$ cat src/design/bec_pkg.sv
// ----------------------------------------------------------------------------
// bec_pkg - shared types and constants for the Bezier easing evaluator
// Controller command and status records, operand and accumulator codes,
// I/O field widths and the register map.
// ----------------------------------------------------------------------------
`default_nettype none

package bec_pkg;

    localparam int          IO_W        = 17;
    localparam logic [16:0] IO_ONE      = 17'd65536;
    localparam int          LIMIT_W     = 8;
    localparam logic [7:0]  LIMIT_RESET = 8'd12;
    localparam int          APB_ADDR_W  = 3;
    localparam int          APB_DATA_W  = 32;

    localparam logic [APB_ADDR_W-3:0] REG_ITER_LIMIT = '0;

    typedef enum logic [3:0] {
        OPD_T,
        OPD_PROD,
        OPD_T2,
        OPD_R,
        OPD_K0,
        OPD_K1,
        OPD_K2,
        OPD_Y1,
        OPD_Y2
    } opd_sel_t;

    typedef enum logic [2:0] {
        ACC_HOLD,
        ACC_LOAD,
        ACC_LOAD_SUBX,
        ACC_ADD,
        ACC_ADD3
    } acc_op_t;

    typedef struct packed {
        logic     load;
        logic     mul_en;
        opd_sel_t a_sel;
        opd_sel_t b_sel;
        acc_op_t  acc_op;
        logic     t2_load;
        logic     r_load;
        logic     t_step;
        logic     out_load;
    } cmd_t;

    typedef struct packed {
        logic identity;
        logic in_tol;
    } status_t;

endpackage

`default_nettype wire

$ cat src/design/bec_sample_if.sv
// ----------------------------------------------------------------------------
// bec_sample_if - input channel of the Bezier easing evaluator
// Time along the curve and the two inner control points.
// ----------------------------------------------------------------------------
`default_nettype none

interface bec_sample_if;
    logic        valid;
    logic        ready;
    logic [16:0] x_in;
    logic [16:0] ctrl_x1;
    logic [16:0] ctrl_y1;
    logic [16:0] ctrl_x2;
    logic [16:0] ctrl_y2;

    modport source (output valid, x_in, ctrl_x1, ctrl_y1, ctrl_x2, ctrl_y2, input ready);
    modport sink   (input valid, x_in, ctrl_x1, ctrl_y1, ctrl_x2, ctrl_y2, output ready);
endinterface

`default_nettype wire

$ cat src/design/bec_result_if.sv
// ----------------------------------------------------------------------------
// bec_result_if - result channel of the Bezier easing evaluator
// Eased value, Q1.16.
// ----------------------------------------------------------------------------
`default_nettype none

interface bec_result_if;
    logic        valid;
    logic        ready;
    logic [16:0] y_out;

    modport source (output valid, y_out, input ready);
    modport sink   (input valid, y_out, output ready);
endinterface

`default_nettype wire

$ cat src/design/bezier_easing_curve_eval_top.sv
// ----------------------------------------------------------------------------
// bezier_easing_curve_eval_top - cubic Bezier easing, time to eased value
// Solves x(t) = x for t by repeated half steps, then evaluates y(t).
//
//   channel  dir  handshake      payload
//   sample   in   valid/ready    x_in, ctrl_x1, ctrl_y1, ctrl_x2, ctrl_y2
//   result   out  valid/ready    y_out
//   apb      in   psel/penable   paddr, pwdata, prdata (iteration_limit at 0x0)
//
// The number of f(t) evaluations is at most iteration_limit; an identity
// curve skips them.
// All multiplies share one rounding multiplier, one per cycle.
// One transaction in flight; a new one is taken while the result waits.
// A stalled result holds the sequencer in its last state.
// Asynchronous active-low reset; iteration_limit resets to 12.
// ----------------------------------------------------------------------------
`default_nettype none

module bezier_easing_curve_eval_top #(
    parameter int FRAC_BITS = 16
) (
    input  wire logic                              clk,
    input  wire logic                              rst_n,
    bec_sample_if.sink                             sample,
    bec_result_if.source                           result,
    input  wire logic                              psel,
    input  wire logic                              penable,
    input  wire logic                              pwrite,
    input  wire logic [bec_pkg::APB_ADDR_W-1:0]    paddr,
    input  wire logic [bec_pkg::APB_DATA_W-1:0]    pwdata,
    output logic      [bec_pkg::APB_DATA_W-1:0]    prdata,
    output logic                                   pready
);

    logic [bec_pkg::LIMIT_W-1:0] iter_limit_reg;
    logic                        reg_hit;
    bec_pkg::cmd_t               cmd;
    bec_pkg::status_t            status;

    assign reg_hit = (paddr[bec_pkg::APB_ADDR_W-1:2] == bec_pkg::REG_ITER_LIMIT);

    always_ff @(posedge clk or negedge rst_n)
    begin
        if (!rst_n)
        begin
            iter_limit_reg <= bec_pkg::LIMIT_RESET;
        end
        else if (psel && penable && pwrite && reg_hit)
        begin
            iter_limit_reg <= pwdata[bec_pkg::LIMIT_W-1:0];
        end
    end

    assign pready = 1'b1;
    assign prdata = reg_hit ? bec_pkg::APB_DATA_W'(iter_limit_reg) : '0;

    bec_controller u_ctrl (
        .clk        (clk),
        .rst_n      (rst_n),
        .in_valid   (sample.valid),
        .in_ready   (sample.ready),
        .out_valid  (result.valid),
        .out_ready  (result.ready),
        .iter_limit (iter_limit_reg),
        .status     (status),
        .cmd        (cmd)
    );

    bec_datapath #(
        .FRAC_BITS (FRAC_BITS)
    ) u_dp (
        .clk     (clk),
        .cmd     (cmd),
        .x_in    (sample.x_in),
        .ctrl_x1 (sample.ctrl_x1),
        .ctrl_y1 (sample.ctrl_y1),
        .ctrl_x2 (sample.ctrl_x2),
        .ctrl_y2 (sample.ctrl_y2),
        .status  (status),
        .y_out   (result.y_out)
    );

endmodule

`default_nettype wire

$ cat src/design/bec_datapath.sv
// ----------------------------------------------------------------------------
// bec_datapath - operand registers, shared multiplier and accumulator
// One rounded fixed-point multiply per cycle into the product register,
// accumulation of polynomial terms, half-residual step of t and output
// conversion back to Q1.16.
// ----------------------------------------------------------------------------
`default_nettype none

module bec_datapath #(
    parameter int FRAC_BITS = 16
) (
    input  wire logic           clk,
    input  wire bec_pkg::cmd_t  cmd,
    input  wire logic [16:0]    x_in,
    input  wire logic [16:0]    ctrl_x1,
    input  wire logic [16:0]    ctrl_y1,
    input  wire logic [16:0]    ctrl_x2,
    input  wire logic [16:0]    ctrl_y2,
    output bec_pkg::status_t    status,
    output logic [16:0]         y_out
);

    localparam int W   = FRAC_BITS + 15;
    localparam int MW  = FRAC_BITS + 10;
    localparam int PW  = 2 * MW;
    localparam int UP  = (FRAC_BITS >= 16) ? FRAC_BITS - 16 : 0;
    localparam int DN  = (FRAC_BITS < 16) ? 16 - FRAC_BITS : 0;
    localparam int EPS = (2**FRAC_BITS * 5 + 5000) / 10000;

    localparam logic signed [W-1:0] ONE_Q   = W'(1) << FRAC_BITS;
    localparam logic signed [W-1:0] EPS_Q   = W'(EPS);
    localparam logic signed [W-1:0] T_LIM   = ONE_Q <<< 3;
    localparam logic [PW-1:0]       HALF_P  = PW'(1) << (FRAC_BITS - 1);
    localparam logic [W-1:0]        HALF_UP = (W'(1) << UP) >> 1;
    localparam logic [W-1:0]        IO_ONE_W = W'(bec_pkg::IO_ONE);

    logic signed [W-1:0] x_reg, k0_reg, k1_reg, k2_reg, y1_reg, y2_reg;
    logic signed [W-1:0] t_reg, t2_reg, r_reg, prod_reg, acc_reg;
    logic [16:0]         x_raw_reg;
    logic                id_reg;
    logic [16:0]         y_out_reg;

    logic signed [W-1:0] xi, x1i, y1i, x2i, y2i;
    logic signed [W-1:0] opd_a, opd_b, mag_a, mag_b, mul_res;
    logic [PW-1:0]       prod_mag, prod_rnd;
    logic [W-1:0]        rnd_w;
    logic                neg;
    logic signed [W-1:0] prod3, f_mag, f_half, t_sum, t_next;
    logic signed [W-1:0] y_sat;
    logic [W-1:0]        y_conv;
    logic [16:0]         y_final, y_ident;

    assign xi  = signed'((W'(x_in) << UP) >> DN);
    assign x1i = signed'((W'(ctrl_x1) << UP) >> DN);
    assign y1i = signed'((W'(ctrl_y1) << UP) >> DN);
    assign x2i = signed'((W'(ctrl_x2) << UP) >> DN);
    assign y2i = signed'((W'(ctrl_y2) << UP) >> DN);

    always_comb
    begin
        case (cmd.a_sel)
            bec_pkg::OPD_T:    opd_a = t_reg;
            bec_pkg::OPD_PROD: opd_a = prod_reg;
            bec_pkg::OPD_T2:   opd_a = t2_reg;
            bec_pkg::OPD_R:    opd_a = r_reg;
            bec_pkg::OPD_K0:   opd_a = k0_reg;
            bec_pkg::OPD_K1:   opd_a = k1_reg;
            bec_pkg::OPD_K2:   opd_a = k2_reg;
            bec_pkg::OPD_Y1:   opd_a = y1_reg;
            bec_pkg::OPD_Y2:   opd_a = y2_reg;
            default:           opd_a = t_reg;
        endcase
    end

    always_comb
    begin
        case (cmd.b_sel)
            bec_pkg::OPD_T:    opd_b = t_reg;
            bec_pkg::OPD_PROD: opd_b = prod_reg;
            bec_pkg::OPD_T2:   opd_b = t2_reg;
            bec_pkg::OPD_R:    opd_b = r_reg;
            bec_pkg::OPD_K0:   opd_b = k0_reg;
            bec_pkg::OPD_K1:   opd_b = k1_reg;
            bec_pkg::OPD_K2:   opd_b = k2_reg;
            bec_pkg::OPD_Y1:   opd_b = y1_reg;
            bec_pkg::OPD_Y2:   opd_b = y2_reg;
            default:           opd_b = t_reg;
        endcase
    end

    // sign-magnitude multiply, round half away from zero
    assign neg      = opd_a[W-1] ^ opd_b[W-1];
    assign mag_a    = opd_a[W-1] ? -opd_a : opd_a;
    assign mag_b    = opd_b[W-1] ? -opd_b : opd_b;
    assign prod_mag = PW'(mag_a[MW-1:0]) * PW'(mag_b[MW-1:0]);
    assign prod_rnd = (prod_mag + HALF_P) >> FRAC_BITS;
    assign rnd_w    = prod_rnd[W-1:0];
    assign mul_res  = neg ? -signed'(rnd_w) : signed'(rnd_w);

    assign prod3 = (prod_reg <<< 1) + prod_reg;

    // step t against the sign of f, then hold within the guard range
    assign f_mag  = acc_reg[W-1] ? -acc_reg : acc_reg;
    assign f_half = signed'(W'(f_mag) >> 1);
    assign t_sum  = acc_reg[W-1] ? t_reg + f_half : t_reg - f_half;
    assign t_next = (t_sum > T_LIM) ? T_LIM : ((t_sum < -T_LIM) ? -T_LIM : t_sum);

    assign y_sat   = (acc_reg < 0) ? '0 : ((acc_reg > ONE_Q) ? ONE_Q : acc_reg);
    assign y_conv  = ((W'(y_sat) + HALF_UP) >> UP) << DN;
    assign y_final = (y_conv > IO_ONE_W) ? bec_pkg::IO_ONE : y_conv[16:0];
    assign y_ident = (x_raw_reg > bec_pkg::IO_ONE) ? bec_pkg::IO_ONE : x_raw_reg;

    always_ff @(posedge clk)
    begin
        if (cmd.load)
        begin
            x_raw_reg <= x_in;
            id_reg    <= (ctrl_x1 == ctrl_y1) && (ctrl_x2 == ctrl_y2);
            x_reg     <= xi;
            y1_reg    <= y1i;
            y2_reg    <= y2i;
            k0_reg    <= ONE_Q + (x1i <<< 1) + x1i - (x2i <<< 1) - x2i;
            k1_reg    <= (x2i <<< 1) + x2i - (x1i <<< 2) - (x1i <<< 1);
            k2_reg    <= (x1i <<< 1) + x1i;
            t_reg     <= xi;
        end
        else if (cmd.t_step)
        begin
            t_reg <= t_next;
        end

        if (cmd.mul_en)
        begin
            prod_reg <= mul_res;
        end

        if (cmd.t2_load)
        begin
            t2_reg <= prod_reg;
        end

        if (cmd.r_load)
        begin
            r_reg <= ONE_Q - t_reg;
        end

        case (cmd.acc_op)
            bec_pkg::ACC_HOLD:      acc_reg <= acc_reg;
            bec_pkg::ACC_LOAD:      acc_reg <= prod_reg;
            bec_pkg::ACC_LOAD_SUBX: acc_reg <= prod_reg - x_reg;
            bec_pkg::ACC_ADD:       acc_reg <= acc_reg + prod_reg;
            bec_pkg::ACC_ADD3:      acc_reg <= acc_reg + prod3;
            default:                acc_reg <= acc_reg;
        endcase

        if (cmd.out_load)
        begin
            y_out_reg <= id_reg ? y_ident : y_final;
        end
    end

    assign status.identity = id_reg;
    assign status.in_tol   = (acc_reg <= EPS_Q) && (acc_reg >= -EPS_Q);
    assign y_out           = y_out_reg;

endmodule

`default_nettype wire

$ cat src/design/bec_controller.sv
// ----------------------------------------------------------------------------
// bec_controller - sequencer for the Bezier easing evaluator
// Issues one datapath command per cycle: refinement passes of t, the final
// cubic for y, and the hand-off to the result register.
// ----------------------------------------------------------------------------
`default_nettype none

module bec_controller (
    input  wire logic              clk,
    input  wire logic              rst_n,
    input  wire logic              in_valid,
    output logic                   in_ready,
    output logic                   out_valid,
    input  wire logic              out_ready,
    input  wire logic [7:0]        iter_limit,
    input  wire bec_pkg::status_t  status,
    output bec_pkg::cmd_t          cmd
);

    typedef enum logic [4:0] {
        ST_IDLE,
        ST_LOAD,
        ST_TT,
        ST_T3,
        ST_IA,
        ST_IB,
        ST_IC,
        ST_IF,
        ST_CHK,
        ST_FP,
        ST_FQ,
        ST_FRR,
        ST_FS,
        ST_FU,
        ST_FACC,
        ST_DONE
    } state_t;

    state_t     state_reg;
    logic [7:0] cnt_reg;
    logic       fin_reg;
    logic       out_valid_reg;
    logic       slot_free;

    assign slot_free = !out_valid_reg || out_ready;

    always_ff @(posedge clk or negedge rst_n)
    begin
        if (!rst_n)
        begin
            state_reg     <= ST_IDLE;
            cnt_reg       <= '0;
            fin_reg       <= 1'b0;
            out_valid_reg <= 1'b0;
        end
        else
        begin
            if ((state_reg == ST_DONE) && slot_free)
            begin
                out_valid_reg <= 1'b1;
            end
            else if (out_ready)
            begin
                out_valid_reg <= 1'b0;
            end
            case (state_reg)
                ST_IDLE:
                begin
                    if (in_valid)
                    begin
                        state_reg <= ST_LOAD;
                    end
                end
                ST_LOAD:
                begin
                    cnt_reg   <= '0;
                    fin_reg   <= 1'b0;
                    state_reg <= status.identity ? ST_DONE : ST_TT;
                end
                ST_TT:   state_reg <= ST_T3;
                ST_T3:   state_reg <= (fin_reg || (cnt_reg == iter_limit)) ? ST_FP : ST_IA;
                ST_IA:   state_reg <= ST_IB;
                ST_IB:   state_reg <= ST_IC;
                ST_IC:   state_reg <= ST_IF;
                ST_IF:   state_reg <= ST_CHK;
                ST_CHK:
                begin
                    if (status.in_tol)
                    begin
                        fin_reg <= 1'b1;
                    end
                    else
                    begin
                        cnt_reg <= cnt_reg + 8'd1;
                    end
                    state_reg <= ST_TT;
                end
                ST_FP:   state_reg <= ST_FQ;
                ST_FQ:   state_reg <= ST_FRR;
                ST_FRR:  state_reg <= ST_FS;
                ST_FS:   state_reg <= ST_FU;
                ST_FU:   state_reg <= ST_FACC;
                ST_FACC: state_reg <= ST_DONE;
                ST_DONE:
                begin
                    if (slot_free)
                    begin
                        state_reg <= ST_IDLE;
                    end
                end
                default: state_reg <= ST_IDLE;
            endcase
        end
    end

    always_comb
    begin
        cmd          = '0;
        cmd.a_sel    = bec_pkg::OPD_T;
        cmd.b_sel    = bec_pkg::OPD_T;
        cmd.acc_op   = bec_pkg::ACC_HOLD;
        case (state_reg)
            ST_IDLE: cmd.load = in_valid;
            ST_TT:
            begin
                cmd.mul_en = 1'b1;
            end
            ST_T3:
            begin
                cmd.mul_en  = 1'b1;
                cmd.a_sel   = bec_pkg::OPD_PROD;
                cmd.t2_load = 1'b1;
                cmd.r_load  = 1'b1;
            end
            ST_IA:
            begin
                cmd.mul_en = 1'b1;
                cmd.a_sel  = bec_pkg::OPD_K0;
                cmd.b_sel  = bec_pkg::OPD_PROD;
            end
            ST_IB:
            begin
                cmd.mul_en = 1'b1;
                cmd.a_sel  = bec_pkg::OPD_K1;
                cmd.b_sel  = bec_pkg::OPD_T2;
                cmd.acc_op = bec_pkg::ACC_LOAD_SUBX;
            end
            ST_IC:
            begin
                cmd.mul_en = 1'b1;
                cmd.a_sel  = bec_pkg::OPD_K2;
                cmd.acc_op = bec_pkg::ACC_ADD;
            end
            ST_IF:   cmd.acc_op = bec_pkg::ACC_ADD;
            ST_CHK:  cmd.t_step = !status.in_tol;
            ST_FP:
            begin
                cmd.mul_en = 1'b1;
                cmd.a_sel  = bec_pkg::OPD_T2;
                cmd.b_sel  = bec_pkg::OPD_R;
                cmd.acc_op = bec_pkg::ACC_LOAD;
            end
            ST_FQ:
            begin
                cmd.mul_en = 1'b1;
                cmd.a_sel  = bec_pkg::OPD_PROD;
                cmd.b_sel  = bec_pkg::OPD_Y2;
            end
            ST_FRR:
            begin
                cmd.mul_en = 1'b1;
                cmd.a_sel  = bec_pkg::OPD_R;
                cmd.b_sel  = bec_pkg::OPD_R;
                cmd.acc_op = bec_pkg::ACC_ADD3;
            end
            ST_FS:
            begin
                cmd.mul_en = 1'b1;
                cmd.a_sel  = bec_pkg::OPD_PROD;
            end
            ST_FU:
            begin
                cmd.mul_en = 1'b1;
                cmd.a_sel  = bec_pkg::OPD_PROD;
                cmd.b_sel  = bec_pkg::OPD_Y1;
            end
            ST_FACC: cmd.acc_op   = bec_pkg::ACC_ADD3;
            ST_DONE: cmd.out_load = slot_free;
            default: cmd.load     = 1'b0;
        endcase
    end

    assign in_ready  = (state_reg == ST_IDLE);
    assign out_valid = out_valid_reg;

endmodule

`default_nettype wire

$ cat src/flat_wrapper.sv
// flat-port wrapper written by rule: the top's interface ports become plain ports
module bezier_easing_curve_eval_top_flat 
#(
    parameter int FRAC_BITS = 16
)
  (clk, rst_n, psel, penable, pwrite, paddr, pwdata, prdata, pready, sample_valid, sample_x_in, sample_ctrl_x1, sample_ctrl_y1, sample_ctrl_x2, sample_ctrl_y2, sample_ready, result_valid, result_y_out, result_ready);
  bec_sample_if sample_i ();
  bec_result_if result_i ();
  input  wire logic clk;
  input  wire logic rst_n;
  input  wire logic psel;
  input  wire logic penable;
  input  wire logic pwrite;
  input  wire logic [bec_pkg::APB_ADDR_W-1:0] paddr;
  input  wire logic [bec_pkg::APB_DATA_W-1:0] pwdata;
  output logic      [bec_pkg::APB_DATA_W-1:0] prdata;
  output logic pready;
  input wire logic [$bits(sample_i.valid)-1:0] sample_valid;
  input wire logic [$bits(sample_i.x_in)-1:0] sample_x_in;
  input wire logic [$bits(sample_i.ctrl_x1)-1:0] sample_ctrl_x1;
  input wire logic [$bits(sample_i.ctrl_y1)-1:0] sample_ctrl_y1;
  input wire logic [$bits(sample_i.ctrl_x2)-1:0] sample_ctrl_x2;
  input wire logic [$bits(sample_i.ctrl_y2)-1:0] sample_ctrl_y2;
  output wire logic [$bits(sample_i.ready)-1:0] sample_ready;
  output wire logic [$bits(result_i.valid)-1:0] result_valid;
  output wire logic [$bits(result_i.y_out)-1:0] result_y_out;
  input wire logic [$bits(result_i.ready)-1:0] result_ready;
  assign sample_i.valid = sample_valid;
  assign sample_i.x_in = sample_x_in;
  assign sample_i.ctrl_x1 = sample_ctrl_x1;
  assign sample_i.ctrl_y1 = sample_ctrl_y1;
  assign sample_i.ctrl_x2 = sample_ctrl_x2;
  assign sample_i.ctrl_y2 = sample_ctrl_y2;
  assign sample_ready = sample_i.ready;
  assign result_valid = result_i.valid;
  assign result_y_out = result_i.y_out;
  assign result_i.ready = result_ready;
  bezier_easing_curve_eval_top #(.FRAC_BITS(FRAC_BITS)) u_core (.clk(clk), .rst_n(rst_n), .sample(sample_i), .result(result_i), .psel(psel), .penable(penable), .pwrite(pwrite), .paddr(paddr), .pwdata(pwdata), .prdata(prdata), .pready(pready));
endmodule
$ cat config.mk
export PLATFORM = sky130hd
export DESIGN_NAME = bezier_easing_curve_eval_top_flat
export DESIGN_NICKNAME = d
export VERILOG_FILES = /design/src/design/bec_pkg.sv /design/src/design/bec_sample_if.sv /design/src/design/bec_result_if.sv /design/src/design/bezier_easing_curve_eval_top.sv /design/src/design/bec_datapath.sv /design/src/design/bec_controller.sv /design/src/flat_wrapper.sv
export SDC_FILE = /design/constraint.sdc
export NUM_CORES = 2
export LEC_CHECK = 0
export ABC_AREA = 0
export BUFFER_PORTS_ARGS = -buffer_cell sky130_fd_sc_hd__buf_4
export CAP_MARGIN = 10
export CORE_MARGIN = 5
export CORE_UTILIZATION = 50
export DETAILED_ROUTE_END_ITERATION = 10
export PLACE_DENSITY = 0.67
export SETUP_SLACK_MARGIN = 0.4
export SLEW_MARGIN = 10
export SYNTH_ARGS = -nofsm -noshare
export SYNTH_HDL_FRONTEND = slang
export SYNTH_SLANG_ARGS = --single-unit
$ cat constraint.sdc
create_clock -name clk -period 26.8 [get_ports clk]
set_input_delay 5.36 -clock clk [delete_from_list [all_inputs] [get_ports clk]]
set_output_delay 5.36 -clock clk [all_outputs]
set_load 0.02 [all_outputs]
==> summary.md <==
| Metric | Value |
|---|---|
| FF+latch count, synth | `300` |
| # hold bufs at CTS | `0` |
| CP max-delay cell | `dfrtp_2` |
| Fmax | `71.30 MHz` |
| Antenna-violating nets left | `0` |
| Fin nets | `6806` |
| Peak per-stage delay on the critical path | `840 ps` |
| DPL Wire Length | `124000 microns` |
| Setup TNS | `0 ps` |
| Synth Cell Area | `49750 sq um` |
| Critical path fanouts, max | `57` |
| Hold Path End | `u_core.u_dp.t_reg[27]` |
| Setup slack, reg-to-reg | `12770 ps` |
| Sequential share of the synthesized area | `0.1761` |
| Adder-Cell Fraction of Synth Area | `0.3527` |
| Layout cells sized above 1 | `0.07580` |
| WL/cell | `22.95 microns` |
| Post-route cell area | `53510 sq um` |
| Main combinational cell family by area after synthesis | `adder cells` |
| Cell Rows | `115` |
| Synth cell count leaders | `inv_1 (848), fa_1 (635), nand2_1 (573)` |
| Least-Margin Pin Slew | `1319 ps` |
| Vias in the first global route | `42240` |
| Routed vias/inst | `5.999` |
| Root Driver | `clkbuf_16` |
| Post-synthesis mux area share | `0.009506` |
| Placed Instance Area | `52360 sq um` |
| Synth Warn # | `0` |
| Pin count of the biggest net entering global routing | `83` |
| DIE AREA | `105900 sq um` |
| Area Growth Syn to Fin | `7.557%` |
| Hold depth | `2` |
| Core Region | `98560 sq um` |
| Critical path class | `register to register` |
| WP data required | `27210 ps` |
| Synth area leaders | `fa_1 (26%), edfxtp_1 (16%), ha_1 (9.7%)` |
| DR DRC count | `0` |
| CP bufs+invs | `6` |
| CP top delay family | `adder cells` |
| Rel. slew slack | `0.1186` |
| Via count | `41850` |
| Tcrit/Tclk final | `0.5234` |
| Detailed Routing Iterations Pass 1 | `6` |
| CTS Buf Count | `35` |
| Yosys top cell area share | `0.2555` |
| Worst flop-to-flop path startpoint | `u_core.u_ctrl.state_reg[2]` |
| Compound-cell area share of the yosys netlist | `0.1364` |
| Antenna violations before repair | `2` |
| Crit path launch type | `register` |
| Worst r2r dst | `u_core.u_dp.prod_reg[27]` |
| Post-synth top area cell | `fa_1` |
| Post-CTS Setup Repair Bufs | `0` |
| Final core occ | `0.5429` |
| Final Hold Fails | `0` |
| Worst r2r path cells | `32` |
| Area share of xor/xnor cells in the synthesized design | `0.07180` |
| Final setup violation count | `0` |
| GPL Wtd Cong | `0.9578` |
| Post-synthesis cell count | `5627` |
| Async set-reset flop share out of synthesis | `0.07333` |
| Hold path start | `u_core.u_dp.t_reg[27]` |
| Synth Area per Inst | `8.842 sq um` |
| Post-synth EDFFs | `264` |
| Initial Util | `0.5048` |
| Buffers on Ports | `127` |
| Fin. max-slew vios | `0` |
| Synth Area in Simple Gates | `0.1636` |
| Post-layout min period | `14030 ps` |
| Outcome | `completed` |
| RSZ-0062 raised after global routing | `false` |
| Die H | `325.5 microns` |
| Routed wire length | `160100 microns` |
| Max-cap viol count | `0` |
| Crit. End Element | `register` |
| Arr. time, crit path | `14440 ps` |
| Number of clock sinks | `300` |
| Clk_skew | `27.03 ps` |
| First-pass GRT wire length | `246600 microns` |
| CTS clk-pin slew, worst paths | `60 ps` |
| Library cells used by synthesis | `119` |
| GRT Total Usage | `0.2981` |
| Hold crit path type | `register to register` |
| DRT iter0 DRCs | `4026` |
| Worst-Skew Late Latency | `580 ps` |
| Top cell by count, worst path | `fa_1` |
| Ys flop type | `edfxtp_1` |
| CTS tree | `built` |
| H-tree depth | `2` |
| IO Count | `179` |
| Post-CTS Resized | `0` |
| Clk buf depth | `3` |
| Total grt overflow | `0` |
| Most instantiated library cell after synthesis | `inv_1` |
| Die width | `325.5 microns` |
## area by class of cell
cell class / instances / area, sq um
fill: 8992 / 45050
tap: 1287 / 1610
clock inverter: 17 / 172.7
clock buffer: 46 / 969.7
inverter: 849 / 3187
multi-input combinational: 4231 / 36970
timing repair buffer: 243 / 1824
sequential: 300 / 8771
antenna: 3 / 7.507
## kinds of logic after synthesis
family	count (synthesis)
simple gates	1719
fa+ha+maj	1022
xor+xnor	403
compound gates	1017
flops	300
buf+inv	1119
mux	45
other cells	2
## placed cells by master (no fill, tap or decap), types with 29 or more instances in the layout
| cell | instances |
|---|---|
| inv_1 | 848 |
| fa_1 | 635 |
| nand2_1 | 573 |
| nor2_1 | 535 |
| ha_1 | 384 |
| edfxtp_1 | 264 |
| a21oi_1 | 256 |
| buf_4 | 243 |
| o21ai_0 | 224 |
| xnor2_1 | 223 |
| xor2_1 | 141 |
| nor3_1 | 84 |
| a21o_1 | 84 |
| nor2b_1 | 78 |
| nand2b_1 | 68 |
| nand3_1 | 59 |
| and2_1 | 56 |
| a31oi_1 | 37 |
| clkbuf_16 | 37 |
| o21a_1 | 34 |
| nand4_1 | 33 |
| and3_1 | 32 |
| a22oi_1 | 29 |
## worst max-delay path by stage
| stage | start | to | slack, ps | cells after the start |
|---|---|---|---|---|
| CTS | u_core.u_ctrl.state_reg[2] | u_core.u_dp.prod_reg[27] | 12950 | 34 |
| global route | u_core.u_ctrl.state_reg[2] | u_core.u_dp.prod_reg[27] | 12080 | 32 |
| detailed placement | u_core.u_ctrl.state_reg[2] | u_core.u_dp.prod_reg[27] | 13050 | 34 |
| global placement | u_core.u_ctrl.state_reg[2] | u_core.u_dp.prod_reg[28] | 13080 | 35 |
| floorplan | paddr[2] | prdata[0] | 15780 | 1 |
| finish | u_core.u_ctrl.state_reg[2] | u_core.u_dp.prod_reg[27] | 12770 | 32 |
## per-layer routing
layer	routed length, microns	global-route usage	part of all wire
met1	62870	0.3942	0.39
met2	71840	0.4765	0.45
met3	14840	0.04576	0.093
met4	10560	0.1561	0.066
met5	0	0	0
## metrics by stage
stage / hold WS (ps) / cells / setup WS, ps
5_1_grt: 532.8 / 6973 / 12080
3_3_place_gp: 484.2 / 6910 / 13080
6_report: 498.0 / 6976 / 12770
2_1_floorplan: 454.2 / 5650 / 15780
4_1_cts: 496.9 / 6973 / 12950
3_5_place_dp: 488.1 / 6910 / 13050
## tightest hold or removal path: stages, from the launching register on
cell and delay [ps]:
dfxtp_1 330, nand2_1 60, o21ai_0 60
Power is not shown: default switching activity piles up to over one toggle a cycle in this logic, so the estimate is an artifact.
